File: src/design/strip_chart_trace_rasterizer_core_assert.svh
// ---------------------------------------------------------------------------
// Strip chart trace rasterizer assertion macros
// Property shorthands used by the datapath module.
// ---------------------------------------------------------------------------
`ifndef STRIP_CHART_TRACE_RASTERIZER_CORE_ASSERT_SVH
`define STRIP_CHART_TRACE_RASTERIZER_CORE_ASSERT_SVH

// same-cycle implication under synchronous active-low reset
`define SCTR_ASSERT_NOW(lbl, ck, rn, ante, cons, msg) \
  lbl: assert property (@(posedge ck) disable iff (!rn) (ante) |-> (cons)) \
    else $error(msg);

// next-cycle implication under synchronous active-low reset
`define SCTR_ASSERT_NEXT(lbl, ck, rn, ante, cons, msg) \
  lbl: assert property (@(posedge ck) disable iff (!rn) (ante) |=> (cons)) \
    else $error(msg);

`endif

File: src/design/sctr_pkg.sv
// ---------------------------------------------------------------------------
// Strip chart trace rasterizer package
// Field widths, register map, controller states and command/status bundles.
// ---------------------------------------------------------------------------
package sctr_pkg;

  localparam int COL_FIELD_W = 10;
  localparam int VAL_W       = 8;
  localparam int PIX_Y_W     = 6;
  localparam int COLOR_W     = 8;
  localparam int IN_DATA_W   = 32;
  localparam int OUT_DATA_W  = 24;
  localparam int MAX_PIXELS  = 64;
  localparam int IDX_W       = 7;

  localparam int APB_ADDR_W  = 3;
  localparam int APB_DATA_W  = 32;
  localparam logic REG_TRACE_COLOR = 1'b0;

  typedef enum logic [1:0] {
    ST_IDLE,
    ST_SETUP,
    ST_EMIT
  } sctr_state_t;

  typedef struct packed {
    logic load;
    logic setup;
    logic emit;
  } sctr_cmd_t;

  typedef struct packed {
    logic no_pixels;
    logic out_free;
    logic final_pixel;
  } sctr_stat_t;

endpackage

File: src/design/sctr_regs.sv
// ---------------------------------------------------------------------------
// Strip chart trace rasterizer register file
// APB-style port holding the trace color register.
// ---------------------------------------------------------------------------
module sctr_regs (
  input  logic                               clk,
  input  logic                               rst_n,
  input  logic                               cfg_psel,
  input  logic                               cfg_penable,
  input  logic                               cfg_pwrite,
  input  logic [sctr_pkg::APB_ADDR_W-1:0]    cfg_paddr,
  input  logic [sctr_pkg::APB_DATA_W-1:0]    cfg_pwdata,
  output logic [sctr_pkg::APB_DATA_W-1:0]    cfg_prdata,
  output logic                               cfg_pready,
  output logic [sctr_pkg::COLOR_W-1:0]       trace_color
);

  logic [sctr_pkg::COLOR_W-1:0] trace_color_r;
  logic                         hit_color;

  assign cfg_pready = 1'b1;
  assign hit_color  = (cfg_paddr[2] == sctr_pkg::REG_TRACE_COLOR);

  always_ff @(posedge clk) begin
    if (!rst_n) begin
      trace_color_r <= '0;
    end else if (cfg_psel && cfg_penable && cfg_pwrite && cfg_pready && hit_color) begin
      trace_color_r <= cfg_pwdata[sctr_pkg::COLOR_W-1:0];
    end
  end

  always_comb begin
    cfg_prdata = '0;
    if (hit_color) begin
      cfg_prdata = {{(sctr_pkg::APB_DATA_W - sctr_pkg::COLOR_W){1'b0}}, trace_color_r};
    end
  end

  assign trace_color = trace_color_r;

endmodule

File: src/design/sctr_ctrl.sv
// ---------------------------------------------------------------------------
// Strip chart trace rasterizer controller
// Sequences load, run setup and pixel emission for one column request.
// ---------------------------------------------------------------------------
module sctr_ctrl (
  input  logic                  clk,
  input  logic                  rst_n,
  input  logic                  in_tvalid,
  output logic                  in_tready,
  output sctr_pkg::sctr_cmd_t   cmd,
  input  sctr_pkg::sctr_stat_t  stat
);

  sctr_pkg::sctr_state_t state_r;
  sctr_pkg::sctr_state_t state_nxt;

  always_ff @(posedge clk) begin
    if (!rst_n) begin
      state_r <= sctr_pkg::ST_IDLE;
    end else begin
      state_r <= state_nxt;
    end
  end

  always_comb begin
    state_nxt = state_r;
    cmd       = '0;
    in_tready = 1'b0;
    unique case (state_r)
      sctr_pkg::ST_IDLE: begin
        in_tready = rst_n;
        if (in_tvalid && rst_n) begin
          cmd.load  = 1'b1;
          state_nxt = sctr_pkg::ST_SETUP;
        end
      end
      sctr_pkg::ST_SETUP: begin
        cmd.setup = 1'b1;
        state_nxt = stat.no_pixels ? sctr_pkg::ST_IDLE : sctr_pkg::ST_EMIT;
      end
      sctr_pkg::ST_EMIT: begin
        if (stat.out_free) begin
          cmd.emit = 1'b1;
          if (stat.final_pixel) begin
            state_nxt = sctr_pkg::ST_IDLE;
          end
        end
      end
      default: begin
        state_nxt = sctr_pkg::ST_IDLE;
      end
    endcase
  end

endmodule

File: src/design/sctr_datapath.sv
// ---------------------------------------------------------------------------
// Strip chart trace rasterizer datapath
// Row scaling, step split, pixel row walk and the output pixel register.
// ---------------------------------------------------------------------------
`include "strip_chart_trace_rasterizer_core_assert.svh"

module sctr_datapath #(
  parameter int TRACE_HEIGHT = 64,
  parameter int COLUMN_BITS  = 10
) (
  input  logic                                  clk,
  input  logic                                  rst_n,
  input  sctr_pkg::sctr_cmd_t                   cmd,
  output sctr_pkg::sctr_stat_t                  stat,
  input  logic [sctr_pkg::COL_FIELD_W-1:0]      in_column,
  input  logic [sctr_pkg::VAL_W-1:0]            in_sample_value,
  input  logic                                  in_sample_present,
  input  logic                                  in_range_start,
  input  logic                                  in_range_end,
  input  logic                                  in_left_present,
  input  logic [sctr_pkg::VAL_W-1:0]            in_left_value,
  input  logic [sctr_pkg::COLOR_W-1:0]          trace_color,
  input  logic                                  out_tready,
  output logic                                  out_tvalid,
  output logic [sctr_pkg::OUT_DATA_W-1:0]       out_tdata,
  output logic                                  out_tlast
);

  localparam int ROW_W       = $clog2(TRACE_HEIGHT);
  localparam int SCALE_DIV   = 256 / TRACE_HEIGHT;
  localparam int SCALE_SHIFT = 16;
  localparam int SCALE_MUL   = ((1 << SCALE_SHIFT) + SCALE_DIV - 1) / SCALE_DIV;
  localparam int PROD_W      = sctr_pkg::VAL_W + SCALE_SHIFT + 1;
  localparam int CNT_W       = ROW_W + 1;
  localparam int SUM_W       = ROW_W + 2;
  localparam int CMP_W       = (SUM_W > sctr_pkg::IDX_W) ? SUM_W : sctr_pkg::IDX_W;
  localparam logic [sctr_pkg::VAL_W:0] ROW_MAX = (sctr_pkg::VAL_W + 1)'(TRACE_HEIGHT - 1);

  function automatic logic [ROW_W-1:0] scale_row(input logic [sctr_pkg::VAL_W-1:0] v);
    logic [PROD_W-1:0]          prod;
    logic [sctr_pkg::VAL_W:0]   q;
    prod = PROD_W'(v) * PROD_W'(SCALE_MUL);
    q    = {1'b0, prod[SCALE_SHIFT +: sctr_pkg::VAL_W]};
    return ROW_W'(ROW_MAX - q);
  endfunction

  // trace state
  logic [ROW_W-1:0]              prev_row_r;
  logic                          seg_restart_r;

  // loaded column
  logic [COLUMN_BITS-1:0]        col_r;
  logic [COLUMN_BITS-1:0]        prev_col_r;
  logic [ROW_W-1:0]              y0_r;
  logic [ROW_W-1:0]              y1_r;
  logic                          start_r;
  logic                          rend_r;
  logic                          present_r;

  // run setup
  logic [CNT_W-1:0]              cnt_a_r;
  logic [ROW_W-1:0]              row_b_r;
  logic                          up_r;
  logic [sctr_pkg::IDX_W-1:0]    total_r;
  logic [sctr_pkg::IDX_W-1:0]    idx_r;
  logic [ROW_W-1:0]              row_r;

  // output pixel register
  logic                          out_tvalid_r;
  logic [sctr_pkg::COL_FIELD_W-1:0] out_x_r;
  logic [sctr_pkg::PIX_Y_W-1:0]  out_y_r;
  logic [sctr_pkg::COLOR_W-1:0]  out_color_r;
  logic                          out_last_r;

  // load stage
  logic [COLUMN_BITS+sctr_pkg::COL_FIELD_W-1:0] col_ext;
  logic [COLUMN_BITS-1:0]        col_in;
  logic                          start_in;
  logic                          use_left_in;
  logic [ROW_W-1:0]              y1_in;
  logic [ROW_W-1:0]              y0_in;

  assign col_ext     = {{COLUMN_BITS{1'b0}}, in_column};
  assign col_in      = col_ext[COLUMN_BITS-1:0];
  assign start_in    = in_range_start | seg_restart_r;
  assign use_left_in = in_range_start & in_left_present & (col_in != '0);
  assign y1_in       = scale_row(in_sample_value);
  assign y0_in       = start_in ? scale_row(use_left_in ? in_left_value : in_sample_value)
                                : prev_row_r;

  // setup stage
  logic                          up;
  logic [ROW_W-1:0]              d;
  logic [CNT_W-1:0]              half_up;
  logic [CNT_W-1:0]              half_dn;
  logic [CNT_W-1:0]              cnt_a;
  logic [CNT_W-1:0]              cnt_b;
  logic [SUM_W-1:0]              cnt_sum;
  logic [sctr_pkg::IDX_W-1:0]    total;
  logic [ROW_W-1:0]              row_b;

  always_comb begin
    up      = (y1_r > y0_r);
    d       = up ? (y1_r - y0_r) : (y0_r - y1_r);
    half_up = ({1'b0, d} + CNT_W'(1)) >> 1;
    half_dn = {1'b0, d} >> 1;
    if (start_r) begin
      cnt_a = '0;
    end else if (d == '0) begin
      cnt_a = CNT_W'(1);
    end else begin
      cnt_a = half_up;
    end
    cnt_b   = rend_r ? '0 : (half_dn + CNT_W'(1));
    cnt_sum = {1'b0, cnt_a} + {1'b0, cnt_b};
    if (!present_r) begin
      total = '0;
    end else if (CMP_W'(cnt_sum) > CMP_W'(sctr_pkg::MAX_PIXELS)) begin
      total = sctr_pkg::IDX_W'(sctr_pkg::MAX_PIXELS);
    end else begin
      total = sctr_pkg::IDX_W'(cnt_sum);
    end
    row_b = up ? (y0_r + ROW_W'(half_up)) : (y0_r - ROW_W'(half_up));
  end

  // emit stage
  logic [sctr_pkg::IDX_W-1:0]    idx_inc;
  logic                          in_prev_col;
  logic                          end_of_a;
  logic [ROW_W+sctr_pkg::PIX_Y_W-1:0] row_ext;
  logic [COLUMN_BITS+sctr_pkg::COL_FIELD_W-1:0] x_ext;

  assign idx_inc     = idx_r + 1'b1;
  assign in_prev_col = (CMP_W'(idx_r) < CMP_W'(cnt_a_r));
  assign end_of_a    = (CMP_W'(idx_inc) == CMP_W'(cnt_a_r));
  assign row_ext     = {{sctr_pkg::PIX_Y_W{1'b0}}, row_r};
  assign x_ext       = {{sctr_pkg::COL_FIELD_W{1'b0}}, (in_prev_col ? prev_col_r : col_r)};

  assign stat.no_pixels   = (total == '0);
  assign stat.out_free    = !out_tvalid_r || out_tready;
  assign stat.final_pixel = (idx_inc == total_r);

  always_ff @(posedge clk) begin
    if (!rst_n) begin
      prev_row_r    <= '0;
      seg_restart_r <= 1'b1;
      out_tvalid_r  <= 1'b0;
    end else begin
      if (cmd.load) begin
        if (in_sample_present) begin
          prev_row_r <= y1_in;
        end
        seg_restart_r <= !in_sample_present;
      end
      if (cmd.emit) begin
        out_tvalid_r <= 1'b1;
      end else if (out_tready) begin
        out_tvalid_r <= 1'b0;
      end
    end
  end

  always_ff @(posedge clk) begin
    if (cmd.load) begin
      col_r      <= col_in;
      prev_col_r <= col_in - 1'b1;
      y0_r       <= y0_in;
      y1_r       <= y1_in;
      start_r    <= start_in;
      rend_r     <= in_range_end;
      present_r  <= in_sample_present;
    end
    if (cmd.setup) begin
      cnt_a_r <= cnt_a;
      row_b_r <= row_b;
      up_r    <= up;
      total_r <= total;
      idx_r   <= '0;
      row_r   <= (cnt_a == '0) ? row_b : y0_r;
    end
    if (cmd.emit) begin
      out_x_r     <= x_ext[sctr_pkg::COL_FIELD_W-1:0];
      out_y_r     <= row_ext[sctr_pkg::PIX_Y_W-1:0];
      out_color_r <= trace_color;
      out_last_r  <= stat.final_pixel;
      idx_r       <= idx_inc;
      if (end_of_a) begin
        row_r <= row_b_r;
      end else begin
        row_r <= up_r ? (row_r + 1'b1) : (row_r - 1'b1);
      end
    end
  end

  assign out_tvalid = out_tvalid_r;
  assign out_tdata  = {out_color_r, out_y_r, out_x_r};
  assign out_tlast  = out_last_r;

  `SCTR_ASSERT_NOW(a_emit_free, clk, rst_n, cmd.emit, (!out_tvalid_r || out_tready), "pixel register overwritten")
  `SCTR_ASSERT_NOW(a_emit_bound, clk, rst_n, cmd.emit, (idx_r < total_r), "pixel index past run length")
  `SCTR_ASSERT_NEXT(a_emit_shown, clk, rst_n, cmd.emit, out_tvalid_r, "emitted pixel not presented")

endmodule

File: src/design/strip_chart_trace_rasterizer_core.sv
// ---------------------------------------------------------------------------
// Strip chart trace rasterizer core
// Flow: a column request is loaded, its run is set up, then its N pixels are
//   emitted, N = pixels caused (0 to 64), one pixel per cycle through the single
//   pixel output register when out_tready holds; no new column request is accepted until the run is done.
// Reset: synchronous active-low; clears trace color and previous row, sets the
//   restart flag; in_tready stays low while rst_n is low.
// ---------------------------------------------------------------------------
module strip_chart_trace_rasterizer_core #(
  parameter int TRACE_HEIGHT = 64,
  parameter int COLUMN_BITS  = 10
) (
  input  logic                               clk,
  input  logic                               rst_n,
  // column[9:0], sample_value[17:10], range_start[18], left_present[19],
  // left_value[27:20], zero pad[31:28]
  input  logic [sctr_pkg::IN_DATA_W-1:0]     in_tdata,
  // sample_present[0]
  input  logic                               in_tuser,
  input  logic                               in_tlast,
  input  logic                               in_tvalid,
  output logic                               in_tready,
  // pixel_x[9:0], pixel_y[15:10], pixel_color[23:16]
  output logic [sctr_pkg::OUT_DATA_W-1:0]    out_tdata,
  output logic                               out_tlast,
  output logic                               out_tvalid,
  input  logic                               out_tready,
  input  logic                               cfg_psel,
  input  logic                               cfg_penable,
  input  logic                               cfg_pwrite,
  input  logic [sctr_pkg::APB_ADDR_W-1:0]    cfg_paddr,
  input  logic [sctr_pkg::APB_DATA_W-1:0]    cfg_pwdata,
  output logic [sctr_pkg::APB_DATA_W-1:0]    cfg_prdata,
  output logic                               cfg_pready
);

  sctr_pkg::sctr_cmd_t           cmd;
  sctr_pkg::sctr_stat_t          stat;
  logic [sctr_pkg::COLOR_W-1:0]  trace_color;

  sctr_regs u_regs (
    .clk         (clk),
    .rst_n       (rst_n),
    .cfg_psel    (cfg_psel),
    .cfg_penable (cfg_penable),
    .cfg_pwrite  (cfg_pwrite),
    .cfg_paddr   (cfg_paddr),
    .cfg_pwdata  (cfg_pwdata),
    .cfg_prdata  (cfg_prdata),
    .cfg_pready  (cfg_pready),
    .trace_color (trace_color)
  );

  sctr_ctrl u_ctrl (
    .clk       (clk),
    .rst_n     (rst_n),
    .in_tvalid (in_tvalid),
    .in_tready (in_tready),
    .cmd       (cmd),
    .stat      (stat)
  );

  sctr_datapath #(
    .TRACE_HEIGHT (TRACE_HEIGHT),
    .COLUMN_BITS  (COLUMN_BITS)
  ) u_datapath (
    .clk               (clk),
    .rst_n             (rst_n),
    .cmd               (cmd),
    .stat              (stat),
    .in_column         (in_tdata[9:0]),
    .in_sample_value   (in_tdata[17:10]),
    .in_sample_present (in_tuser),
    .in_range_start    (in_tdata[18]),
    .in_range_end      (in_tlast),
    .in_left_present   (in_tdata[19]),
    .in_left_value     (in_tdata[27:20]),
    .trace_color       (trace_color),
    .out_tready        (out_tready),
    .out_tvalid        (out_tvalid),
    .out_tdata         (out_tdata),
    .out_tlast         (out_tlast)
  );

endmodule

File: config.mk
export PLATFORM = sky130hd
export DESIGN_NAME = strip_chart_trace_rasterizer_core
export DESIGN_NICKNAME = d
export VERILOG_FILES = /design/src/design/sctr_pkg.sv /design/src/design/sctr_regs.sv /design/src/design/sctr_ctrl.sv /design/src/design/sctr_datapath.sv /design/src/design/strip_chart_trace_rasterizer_core.sv
export VERILOG_INCLUDE_DIRS = /design/src /design/src/design
export SDC_FILE = /design/constraint.sdc
export NUM_CORES = 1
export LEC_CHECK = 0
export ABC_AREA = 1
export BUFFER_PORTS_ARGS = -buffer_cell sky130_fd_sc_hd__buf_2
export CAP_MARGIN = 10
export CORE_MARGIN = 8
export CORE_UTILIZATION = 40
export CTS_CLUSTER_DIAMETER = 120
export DETAILED_ROUTE_END_ITERATION = 6
export PLACE_DENSITY = 0.71
export RECOVER_POWER = 25
export SETUP_SLACK_MARGIN = 0.2
export SLEW_MARGIN = 25
export SYNTH_ARGS = -nofsm -noshare
export SYNTH_HDL_FRONTEND = slang
export SYNTH_HIERARCHICAL = 1
export SYNTH_SLANG_ARGS = --single-unit
File: constraint.sdc
create_clock -name clk -period 11.3 [get_ports clk]
set_input_delay 1.695 -clock clk [delete_from_list [all_inputs] [get_ports clk]]
set_output_delay 1.695 -clock clk [all_outputs]
set_load 0.01 [all_outputs]
==> summary.txt, run 1 <==
Yosys
  – Simple-Gate Fraction of Synth Area: 20.4%
  – Synth area leader: edfxtp_1
  – Most frequent cell after synthesis: nand2_1
  – Post-synth EDFFs: 93
  – Post-synthesis mux area share: 1.70%
  – Compound-gate portion of the synthesized area: 5.95%
  – Most common library cells after synthesis: nand2_1, inv_1, edfxtp_1
  – Post-synth top flop: edfxtp_1
  – Fraction of registers with async set or reset after synthesis: 0%
  – Post-Synth XOR/XNOR Area: 5.16%
  – Area share of the largest cell type after synthesis: 42.2%
  – Post-synthesis sequential area ratio: 47.6%
  – Main combinational cell family by area after synthesis: simple AND/OR/NAND/NOR gates
  – Post-Synthesis Cells: 714
  – Post-Synth Adder-Cell Area: 8.50%
  – Syn avg cell area: 9.28 sq um
  – Synth warn: 6
  – Post-Syn Area: 6620 sq um
  – #FFs+latches synth: 111
  – Top cells by area, synth: edfxtp_1, nand2_1, ha_1, inv_1, dfxtp_1
  – Post-synth cell types: 45

Timing
  – Hold Vio Cnt, Final: 0
  – Least-Margin Pin Slew: 1.05 ns
  – Crit share post-route: 40.3%
  – Min Tclk post-route: 4.56 ns
  – Setup total negative slack: 0 ns
  – RSZ-0062 raised after global routing: no
  – Endpoints failing setup: 0
  – F_max: 219 MHz
  – Slew HR: 29.7%
  – Clock skew: 0.00750 ns
  – Max Slew Vio Count: 0

Final layout
  – Share of cells above drive strength 1: 16.6%
  – Area taken by multi-input logic gates: 2870 sq um
  – Register area: 3150 sq um
  – # nets final: 910
  – N_diodes: 0
  – Fill cells: 1559
  – Finished Layout Cells: 1017
  – Layout area overhead: 12.2%

Routing
  – Via/cell ratio: 4.55
  – Pre-Repair DR Iteration Count: 5
  – DRT iter0 DRCs: 241
  – Final ANT Viol Nets: 0
  – Via count: 4623
  – Total wire length: 12800 um
  – Routed WL per cell: 12.6 um
  – DRC: 0

Pwr
  – Internal power: 0.787 mW
  – Final Power: 1.15 mW
  – Clock power share: 27.8%
  – Seq pwr share: 44.3%
  – Leak pwr: 3.40 nW
  – Switch share: 31.4%
  – Combinational share of power: 27.9%
  – Sw power: 0.360 mW
  – Max rail drop VDD: 0.0949 mV
  – Power Density: 154 nW/um^2

Place
  – Final Wtd Congestion: 0.910
  – Placed wire-length estimate: 10000 um
  – Inst Count DP: 1001
  – I/O Buffers: 76

Clock network
  – Postcts setup bufs: 0
  – H-tree Lvls: 3
  – Hold_buf cts: 0
  – CTS tree: yes
  – CTS Buf Count: 9
  – # clock sinks: 111
  – Post-CTS Resized: 0
  – Clock latency on the worst-skew pair: 0.34 ns
  – Clock transition at path regs: 0.07 ns
  – CTS root buf: clkbuf_16
  – CTS Buffer Depth: 2

Critical path
  – Arr. time, crit path: 4.65 ns
  – Critical Path Most Common Cell: nand2_1
  – Slowest stage cell, crit path: edfxtp_1
  – CP max stage delay: 0.52 ns
  – Crit start category: register
  – CP endpoint kind: register
  – Max FO, Critical Path: 12
  – CP Class: register to register
  – Critical Path RT: 11.39 ns
  – Reg2reg path depth: 34

Flow run
  – Max-cap violation count: 0

Global route
  – Gr usage total: 12.5%
  – Largest net degree at the start of global routing: 38
  – First-pass GRT wire length: 21100 um
  – Vias in the first global route: 4462
  – Grt ovf: 0
  – Met3 Use GR: 2.46%
  – Most Crowded Layer GR: met2
  – Grt met1 use: 15.9%
  – Initial antenna violation count: 0
  – M2 GR Usage: 21.8%

Floorplanning
  – Die ar.: 20900 sq um
  – Die W: 145 um
  – Initial Utilization: 40.4%
  – # rows: 47
  – IO Pins: 136
  – Core Region: 16400 sq um
  – Die height: 145 um

Worst hold path
  – Hold path cells: 2
  – Worst Hold Class: register to register

Outcome
  – Status: finished, final reports clean
## logic make-up (layout without fill, tap and decap cells)
| logic type | count (synthesis) | count (layout) |
|---|---|---|
| AND/OR/NAND/NOR | 287 | 287 |
| buffers and inverters | 155 | 215 |
| flip-flops | 111 | 111 |
| AO/OA/AOI/OAI | 68 | 68 |
| adder cells (fa/ha/maj) | 42 | 42 |
| XOR/XNOR | 39 | 39 |
| multiplexers | 10 | 10 |
| other | 2 | 25 |
## metal layers
layer	vias to the layer above	share of wire [%]	wire length, um
met3	7	3.8	484
met2	73	49	6280
met4	0	0.58	74
li1	2435	-	-
met1	2108	47	5970
met5	-	0	0
## power by group through the flow
stage	Combinational, mW	Sequential [mW]	Clock (mW)
detailed placement	0.320	0.518	0
floorplan	0.253	0.515	0
global placement	0.313	0.517	0
global route	0.367	0.512	0.344
CTS	0.322	0.508	0.328
finish	0.320	0.508	0.319
## path summary, 6_finish.rpt
check | from | to | slack [ns]
max | u_datapath/y0_r[1] | u_datapath/row_r[5] | 6.74
min | u_datapath/prev_row_r[0] | u_datapath/prev_row_r[0] | 0.45
max reg2reg | u_datapath/y0_r[1] | u_datapath/row_r[5] | 6.74
min reg2reg | u_datapath/prev_row_r[0] | u_datapath/prev_row_r[0] | 0.45
## cells in the final DEF (no fill, tap or decap), types with 4 or more instances in the layout
| cell type | count |
|---|---|
| nand2_1 | 125 |
| inv_1 | 114 |
| edfxtp_1 | 93 |
| buf_2 | 65 |
| nor2_1 | 60 |
| nand3_1 | 48 |
| ha_1 | 37 |
| a21oi_1 | 25 |
| xor2_1 | 25 |
| conb_1 | 25 |
| o21ai_0 | 23 |
| dfxtp_1 | 18 |
| xnor2_1 | 14 |
| clkbuf_1 | 12 |
| mux2_2 | 10 |
| clkbuf_16 | 9 |
| nor3_1 | 9 |
| nor2_2 | 9 |
| o211ai_1 | 7 |
| nand2_4 | 6 |
| nand3b_1 | 6 |
| inv_2 | 5 |
| fa_1 | 5 |
| nor2_4 | 4 |
| nand2_2 | 4 |
| nand4_1 | 4 |
## area by class of cell
class                           instances  share of cell area (%)
Timing Repair Buffer                   77                    4.98
Inverter                              122                    6.20
Sequential cell                       111                    42.4
Clock buffer                            9                    3.03
Multi-Input combinational cell        471                    38.6
Tap cell                              220                    3.70
Clock inverter                          7                    1.09
## critical path: cells and delay by family (launching register included)
| kind | cells | cell delay [ns] |
|---|---|---|
| XOR/XNOR | 1 | 0.13 |
| buffers and inverters | 5 | 0.39 |
| AND/OR/NAND/NOR | 23 | 1.91 |
| flip-flops | 1 | 0.52 |
| adder cells (fa/ha/maj) | 4 | 1.18 |
| AO/OA/AOI/OAI | 1 | 0.17 |
## through the flow
step	utilization, %	cell area (sq um)	hold WS (ns)	setup WS [ns]
after CTS	45.4	7450	0.452	6.73
after global routing	45.3	7430	0.475	6.18
after detailed placement	43.5	7140	0.441	6.75
after floorplan	-	6710	0.424	7.18
after global placement	43.5	7140	0.433	6.81
final	45.3	7430	0.450	6.74
## registers in the layout (all words and copies together), names as in the netlist, 2 cells and up
name,flops
u_datapath/col_r,10
u_datapath/out_x_r,10
u_datapath/prev_col_r,10
u_datapath/out_color_r,8
u_regs/trace_color,8
u_datapath/idx_r,7
u_datapath/total_r,7
u_datapath/cnt_a_r,6
u_datapath/out_y_r,6
u_datapath/prev_row_r,6
u_datapath/row_b_r,6
u_datapath/row_r,6
u_datapath/y0_r,6
u_datapath/y1_r,6
u_ctrl/state_r,2
Note: power is estimated with default switching activity, not from simulation.
==> run 2: changes to the inputs <==
==> constraint.sdc (replaced) <==
create_clock -name clk -period 4.65 [get_ports clk]
set_input_delay 0.6975 -clock clk [delete_from_list [all_inputs] [get_ports clk]]
set_output_delay 0.6975 -clock clk [all_outputs]
set_load 0.01 [all_outputs]
==> run 2 against run 1 <==
Sequential power is 140% higher. Core utilization is 1.6 points higher. Largest power group unchanged. Setup slack worse by 6.3 ns. Highest routed layer unchanged. Critical endpoint unchanged.
==> summary.txt, run 2 (synthesized netlist as in run 1, its figures left out) <==
Routing
  – Via count: 4692 (was 4623)
  – Total wire length: 13300 um (was 12800 um)
  – Pre-Repair DR Iteration Count: 4 (was 5)
  – Via/cell ratio: 4.54 (was 4.55)
  – Routed WL per cell: 12.9 um (was 12.6 um)
  – Final ANT Viol Nets: 0 (unchanged)
  – DRC: 0 (unchanged)
  – DRT iter0 DRCs: 234 (was 241)

Timing
  – Clock skew: 0.00979 ns (was 0.00750 ns)
  – Hold slack: 0.449 ns (was 0.450 ns)
  – Hold Vio Cnt, Final: 0 (unchanged)
  – Crit share post-route: 89.4% (was 40.3%)
  – RSZ-0062 raised after global routing: yes (was no)
  – F_max: 241 MHz (was 219 MHz)
  – Setup total negative slack: 0 ns (unchanged)
  – Slew HR: 30.3% (was 29.7%)
  – Min Tclk post-route: 4.16 ns (was 4.56 ns)
  – Max Slew Vio Count: 0 (unchanged)
  – Endpoints failing setup: 0 (unchanged)
  – Least-Margin Pin Slew: 1.05 ns (about the same)

Pwr
  – Combinational share of power: 29.6% (was 27.9%)
  – Clock power share: 28.0% (was 27.8%)
  – Internal power: 2.02 mW (was 0.787 mW)
  – Switch share: 30.8% (was 31.4%)
  – Max rail drop VDD: 0.210 mV (was 0.0949 mV)
  – Power Density: 379 nW/um^2 (was 154 nW/um^2)
  – Sw power: 0.898 mW (was 0.360 mW)
  – Final Power: 2.91 mW (was 1.15 mW)
  – Seq pwr share: 42.5% (was 44.3%)
  – Leak pwr: 3.49 nW (was 3.40 nW)

Clock network
  – Hold_buf cts: 0 (unchanged)
  – Clock transition at path regs: 0.07 ns (about the same)
  – # clock sinks: 111 (unchanged)
  – Clock latency on the worst-skew pair: 0.35 ns (was 0.34 ns)
  – CTS root buf: clkbuf_16 (unchanged)
  – CTS Buffer Depth: 2 (unchanged)
  – CTS tree: yes (unchanged)
  – H-tree Lvls: 3 (unchanged)
  – CTS Buf Count: 9 (unchanged)

Final layout
  – Most common cell after layout, fill and taps aside: nand2_1 (unchanged)
  – Most frequent cells in the layout: nand2_1, inv_1, edfxtp_1, buf_2, nor2_1 (unchanged)
  – N_diodes: 0 (unchanged)
  – Largest registers: u_datapath/col_r x10, u_datapath/out_x_r x10, u_datapath/prev_col_r x10 (unchanged)
  – Finished Layout Cells: 1033 (was 1017)
  – Share of cells above drive strength 1: 22.3% (was 16.6%)
  – Layout area overhead: 16.1% (was 12.2%)
  – # nets final: 926 (was 910)

Place
  – Final Wtd Congestion: 0.895 (was 0.910)
  – Placed wire-length estimate: 10300 um (was 10000 um)
  – I/O Buffers: 76 (unchanged)
  – Inst Count DP: 1004 (was 1001)

Floorplanning
  – Core Region: 16400 sq um (unchanged)
  – IO Pins: 136 (unchanged)
  – # rows: 47 (unchanged)
  – Die height: 145 um (unchanged)
  – Initial Utilization: 40.4% (unchanged)
  – Die W: 145 um (unchanged)
  – Die ar.: 20900 sq um (unchanged)

Global route
  – Gr usage total: 12.8% (was 12.5%)
  – M2 GR Usage: 21.6% (was 21.8%)
  – Most Crowded Layer GR: met2 (unchanged)
  – Initial antenna violation count: 0 (unchanged)
  – Vias in the first global route: 4532 (was 4462)
  – First-pass GRT wire length: 21300 um (was 21100 um)
  – Grt met1 use: 16.1% (was 15.9%)
  – Largest net degree at the start of global routing: 34 (was 38)
  – Met3 Use GR: 2.76% (was 2.46%)
  – Grt ovf: 0 (unchanged)

Critical path
  – R2R Setup Slk: 0.49 ns (was 6.74 ns)
  – Max FO, Critical Path: 6 (was 12)
  – Critical Path Most Common Cell: nand2_1 (unchanged)
  – CP max stage delay: 0.38 ns (was 0.52 ns)
  – Critical Path RT: 4.75 ns (was 11.39 ns)
  – CP endpoint kind: register (unchanged)
  – Crit path max-delay family: simple AND/OR/NAND/NOR gates (unchanged)
  – Crit start category: register (unchanged)
  – CP bufs+invs: 6 (was 5)
  – Slowest stage cell, crit path: edfxtp_1 (unchanged)
  – Arr. time, crit path: 4.26 ns (was 4.65 ns)
  – CP Class: register to register (unchanged)

Flow run
  – Max-cap violation count: 0 (unchanged)

Worst hold path
  – Worst Hold Class: register to register (unchanged)

Outcome
  – Status: finished, final reports clean (unchanged)
==> run 2: cell types whose count changed in the layout (fill, tap and decap cells not counted), sizes merged <==
cell,before,now
clkinvlp,3,0
clkinv,5,6
buf,65,80
bufinv,1,2
clkbuf,21,23
==> run 2: final timing paths <==
kind / startpoint / end / cells past startpoint
setup / recovery: u_datapath/y1_r[0] / u_datapath/row_r[5] / 36
hold / removal: u_datapath/prev_row_r[0] / u_datapath/prev_row_r[0] / 2
setup reg to reg: u_datapath/y1_r[0] / u_datapath/row_r[5] / 36
hold reg to reg: u_datapath/prev_row_r[0] / u_datapath/prev_row_r[0] / 2
==> run 2: stage by stage <==
| stage | util, % | area [sq um] | worst slack, ns |
|---|---|---|---|
| finish | 46.9 | 7690 | 0.492 |
| global route | 46.9 | 7690 | 0.131 |
| CTS | 45.6 | 7490 | 0.213 |
| detailed placement | 43.7 | 7170 | 0.189 |
| global placement | 43.7 | 7170 | 0.321 |
| floorplan | - | 6710 | 0.633 |
==> run 2: power by group through the flow <==
stage	registers (mW)	logic (mW)	clock network, mW
final	1.24	0.861	0.815
after CTS	1.24	0.783	0.829
after global routing	1.24	0.974	0.866
after floorplan	1.25	0.615	0
after detailed placement	1.26	0.777	0
after global placement	1.25	0.756	0
==> run 2: worst min-delay path, cell delays in order, from the launching register on <==
cell	delay, ns
dfxtp_1	0.30
inv_1	0.05
a21oi_1	0.05
==> run 2: area by class of cell <==
| cell class | instances | area, sq um |
|---|---|---|
| fillers | 1543 | 8720 |
| flip-flops and latches | 111 | 3150 |
| multi-input cells | 471 | 3000 |
| repair buffers | 93 | 489 |
| inverters | 122 | 460 |
| well taps | 220 | 275 |
| clock buffers | 10 | 229 |
| clock inverters | 6 | 83.8 |
==> run 2: timing repair <==
| item | 4_1_cts | 5_1_grt |
|---|---|---|
| setup endpoints to repair | 2 | 7 |
| buffers inserted | 0 | 13 |
| resized for setup | 1 | 39 |
| pin swaps | 0 | 19 |
==> run 2: layer usage <==
layer,vias to the layer above,wire length [um]
li1,2471,-
met1,2137,6100
met2,73,6460
met3,11,559
met4,0,180
met5,-,0
==> run 3: changes to the inputs <==
--- a/config.mk
+++ b/config.mk
@@ -15,6 +15,7 @@
 export DETAILED_ROUTE_END_ITERATION = 6
 export PLACE_DENSITY = 0.71
 export RECOVER_POWER = 25
+export REMOVE_ABC_BUFFERS = 1
 export SETUP_SLACK_MARGIN = 0.2
 export SLEW_MARGIN = 25
 export SYNTH_ARGS = -nofsm -noshare
==> constraint.sdc (replaced) <==
create_clock -name clk -period 4.65 [get_ports clk]
set_input_delay 0.465 -clock clk [delete_from_list [all_inputs] [get_ports clk]]
set_output_delay 0.465 -clock clk [all_outputs]
set_load 0.01 [all_outputs]
==> run 3 against run 2 <==
Global-route usage hardly changed. Critical path depth is 5 lower. First-iteration DRC count is 27% higher. Clock power is 11% lower. Combinational power hardly changed. Register-to-register slack hardly changed. Routed wire length is 1.3% lower. Via count is 1.9% higher. Clock-buffer cell count is 1 lower.
==> summary.txt, run 3 (synthesized netlist as in run 1, its figures left out) <==
Floorplanning
  – IO Pins: 136 (unchanged)
  – Initial Utilization: 40.4% (unchanged)
  – # rows: 47 (unchanged)
  – Die ar.: 20900 sq um (unchanged)
  – Die height: 145 um (unchanged)
  – Core Region: 16400 sq um (unchanged)
  – Die W: 145 um (unchanged)

Pwr
  – Final Power: 2.82 mW (was 2.91 mW)
  – Max rail drop VDD: 0.187 mV (was 0.210 mV)
  – Power Density: 368 nW/um^2 (was 379 nW/um^2)
  – Seq pwr share: 43.7% (was 42.5%)
  – Combinational share of power: 30.6% (was 29.6%)
  – Sw power: 0.910 mW (was 0.898 mW)
  – Internal power: 1.91 mW (was 2.02 mW)
  – Clock power share: 25.7% (was 28.0%)
  – Leak pwr: 3.49 nW (about the same)
  – Switch share: 32.2% (was 30.8%)

Place
  – Placed wire-length estimate: 10000 um (was 10300 um)
  – Final Wtd Congestion: 0.861 (was 0.895)
  – Inst Count DP: 1004 (unchanged)
  – Dpl ws: 0.265 ns (was 0.189 ns)
  – I/O Buffers: 76 (unchanged)
  – Placement-stage cell area: 7170 sq um (unchanged)

Routing
  – Routed wl met3: 409 um (was 559 um)
  – Max layer used: met4 (unchanged)
  – Final ANT Viol Nets: 0 (unchanged)
  – Total wire length: 13100 um (was 13300 um)
  – Met1 WL: 5930 um (was 6100 um)
  – Via count: 4782 (was 4692)
  – Met2 WL: 6590 um (was 6460 um)
  – Pre-Repair DR Iteration Count: 4 (unchanged)
  – Routed WL per cell: 12.7 um (was 12.9 um)
  – DRT iter0 DRCs: 298 (was 234)
  – Via/cell ratio: 4.63 (was 4.54)
  – DRC: 0 (unchanged)

Outcome
  – Status: finished, final reports clean (unchanged)

Timing
  – Clock skew: 0.00965 ns (was 0.00979 ns)
  – Least-Margin Pin Slew: 1.07 ns (was 1.05 ns)
  – Final worst setup slack: 0.480 ns (was 0.492 ns)
  – Endpoints failing setup: 0 (unchanged)
  – Slew HR: 28.9% (was 30.3%)
  – Crit share post-route: 89.7% (was 89.4%)
  – Setup total negative slack: 0 ns (unchanged)
  – Max Slew Vio Count: 0 (unchanged)
  – Min Tclk post-route: 4.17 ns (was 4.16 ns)
  – F_max: 240 MHz (was 241 MHz)
  – RSZ-0062 raised after global routing: yes (unchanged)
  – Hold slack: 0.298 ns (was 0.449 ns)
  – Hold Vio Cnt, Final: 0 (unchanged)

Final layout
  – Most common cell after layout, fill and taps aside: nand2_1 (unchanged)
  – Most frequent cells in the layout: nand2_1, inv_1, edfxtp_1, buf_2, nor2_1 (unchanged)
  – Post-layout util: 46.8% (was 46.9%)
  – N_diodes: 0 (unchanged)
  – Layout area overhead: 15.8% (was 16.1%)
  – Share of cells above drive strength 1: 22.5% (was 22.3%)
  – Finished Layout Cells: 1033 (unchanged)
  – Largest registers: u_datapath/col_r x10, u_datapath/out_x_r x10, u_datapath/prev_col_r x10 (unchanged)
  – Final instance area: 7670 sq um (was 7690 sq um)
  – # nets final: 927 (was 926)

Global route
  – Gr usage total: 12.8% (about the same)
  – Largest net degree at the start of global routing: 34 (unchanged)
  – Initial antenna violation count: 0 (unchanged)
  – Vias in the first global route: 4618 (was 4532)
  – First-pass GRT wire length: 21400 um (was 21300 um)
  – Grt ovf: 0 (unchanged)

Clock network
  – H-tree Lvls: 3 (unchanged)
  – CTS Buffer Depth: 2 (unchanged)
  – # clock sinks: 111 (unchanged)
  – Hold_buf cts: 0 (unchanged)
  – CTS root buf: clkbuf_16 (unchanged)
  – CTS tree: yes (unchanged)
  – CTS Buf Count: 9 (unchanged)
  – Clock latency on the worst-skew pair: 0.35 ns (about the same)
  – Clock transition at path regs: 0.08 ns (was 0.07 ns)

Critical path
  – Arr. time, crit path: 4.46 ns (was 4.26 ns)
  – Critical Path RT: 4.94 ns (was 4.75 ns)
  – CP max stage delay: 0.55 ns (was 0.38 ns)
  – Crit path max-delay family: simple AND/OR/NAND/NOR gates (unchanged)
  – CP bufs+invs: 7 (was 6)
  – Crit start category: register (unchanged)
  – Slowest stage cell, crit path: fa_2 (was edfxtp_1)
  – Critical Path Most Common Cell: nand2_2 (was nand2_1)
  – CP Class: register to register (unchanged)
  – CP endpoint kind: register (unchanged)
  – Max FO, Critical Path: 7 (was 6)

Flow run
  – Max-cap violation count: 0 (unchanged)

Worst hold path
  – Worst Hold Class: input port to register (was register to register)
run 3: final cells by class:
cell class / instances / area [sq um]
clock inverters: 6 / 51.3
flip-flops and latches: 111 / 3150
repair buffers: 94 / 498
inverters: 122 / 460
fillers: 1563 / 8740
clock buffers: 9 / 225
multi-input cells: 471 / 3010
well taps: 220 / 275
run 3: final timing paths:
path	startpoint	to	slack, ns	cells after the start
worst min-delay path	in_tlast	u_datapath/rend_r	0.30	1
worst max register to register	u_datapath/y1_r[0]	u_ctrl/state_r[1]	0.48	31
worst max-delay path	u_datapath/y1_r[0]	u_ctrl/state_r[1]	0.48	31
worst min register to register	u_datapath/prev_row_r[3]	u_datapath/prev_row_r[3]	0.45	2
run 3: per-layer routing:
| layer | vias up | track usage, % |
|---|---|---|
| met3 | 13 | 2.36 |
| met4 | 0 | 4.60 |
| met5 | - | 0 |
| li1 | 2469 | - |
| met1 | 2233 | 16.3 |
| met2 | 67 | 21.3 |
run 3: power by group through the flow:
stage	Combinational, mW	Clock [mW]	Sequential, mW
after CTS	0.779	0.749	1.23
after floorplan	0.592	0	1.25
after global placement	0.754	0	1.25
after detailed placement	0.773	0	1.26
final	0.863	0.726	1.23
after global routing	0.985	0.792	1.24
run 3: repair_timing:
action / 4_1_cts / 5_1_grt
endpoints found under the setup margin: 1 / 7
endpoints found under the hold margin: 0 / 0
setup buffers: 0 / 14
resized for setup: 1 / 39
pin swaps: 0 / 16
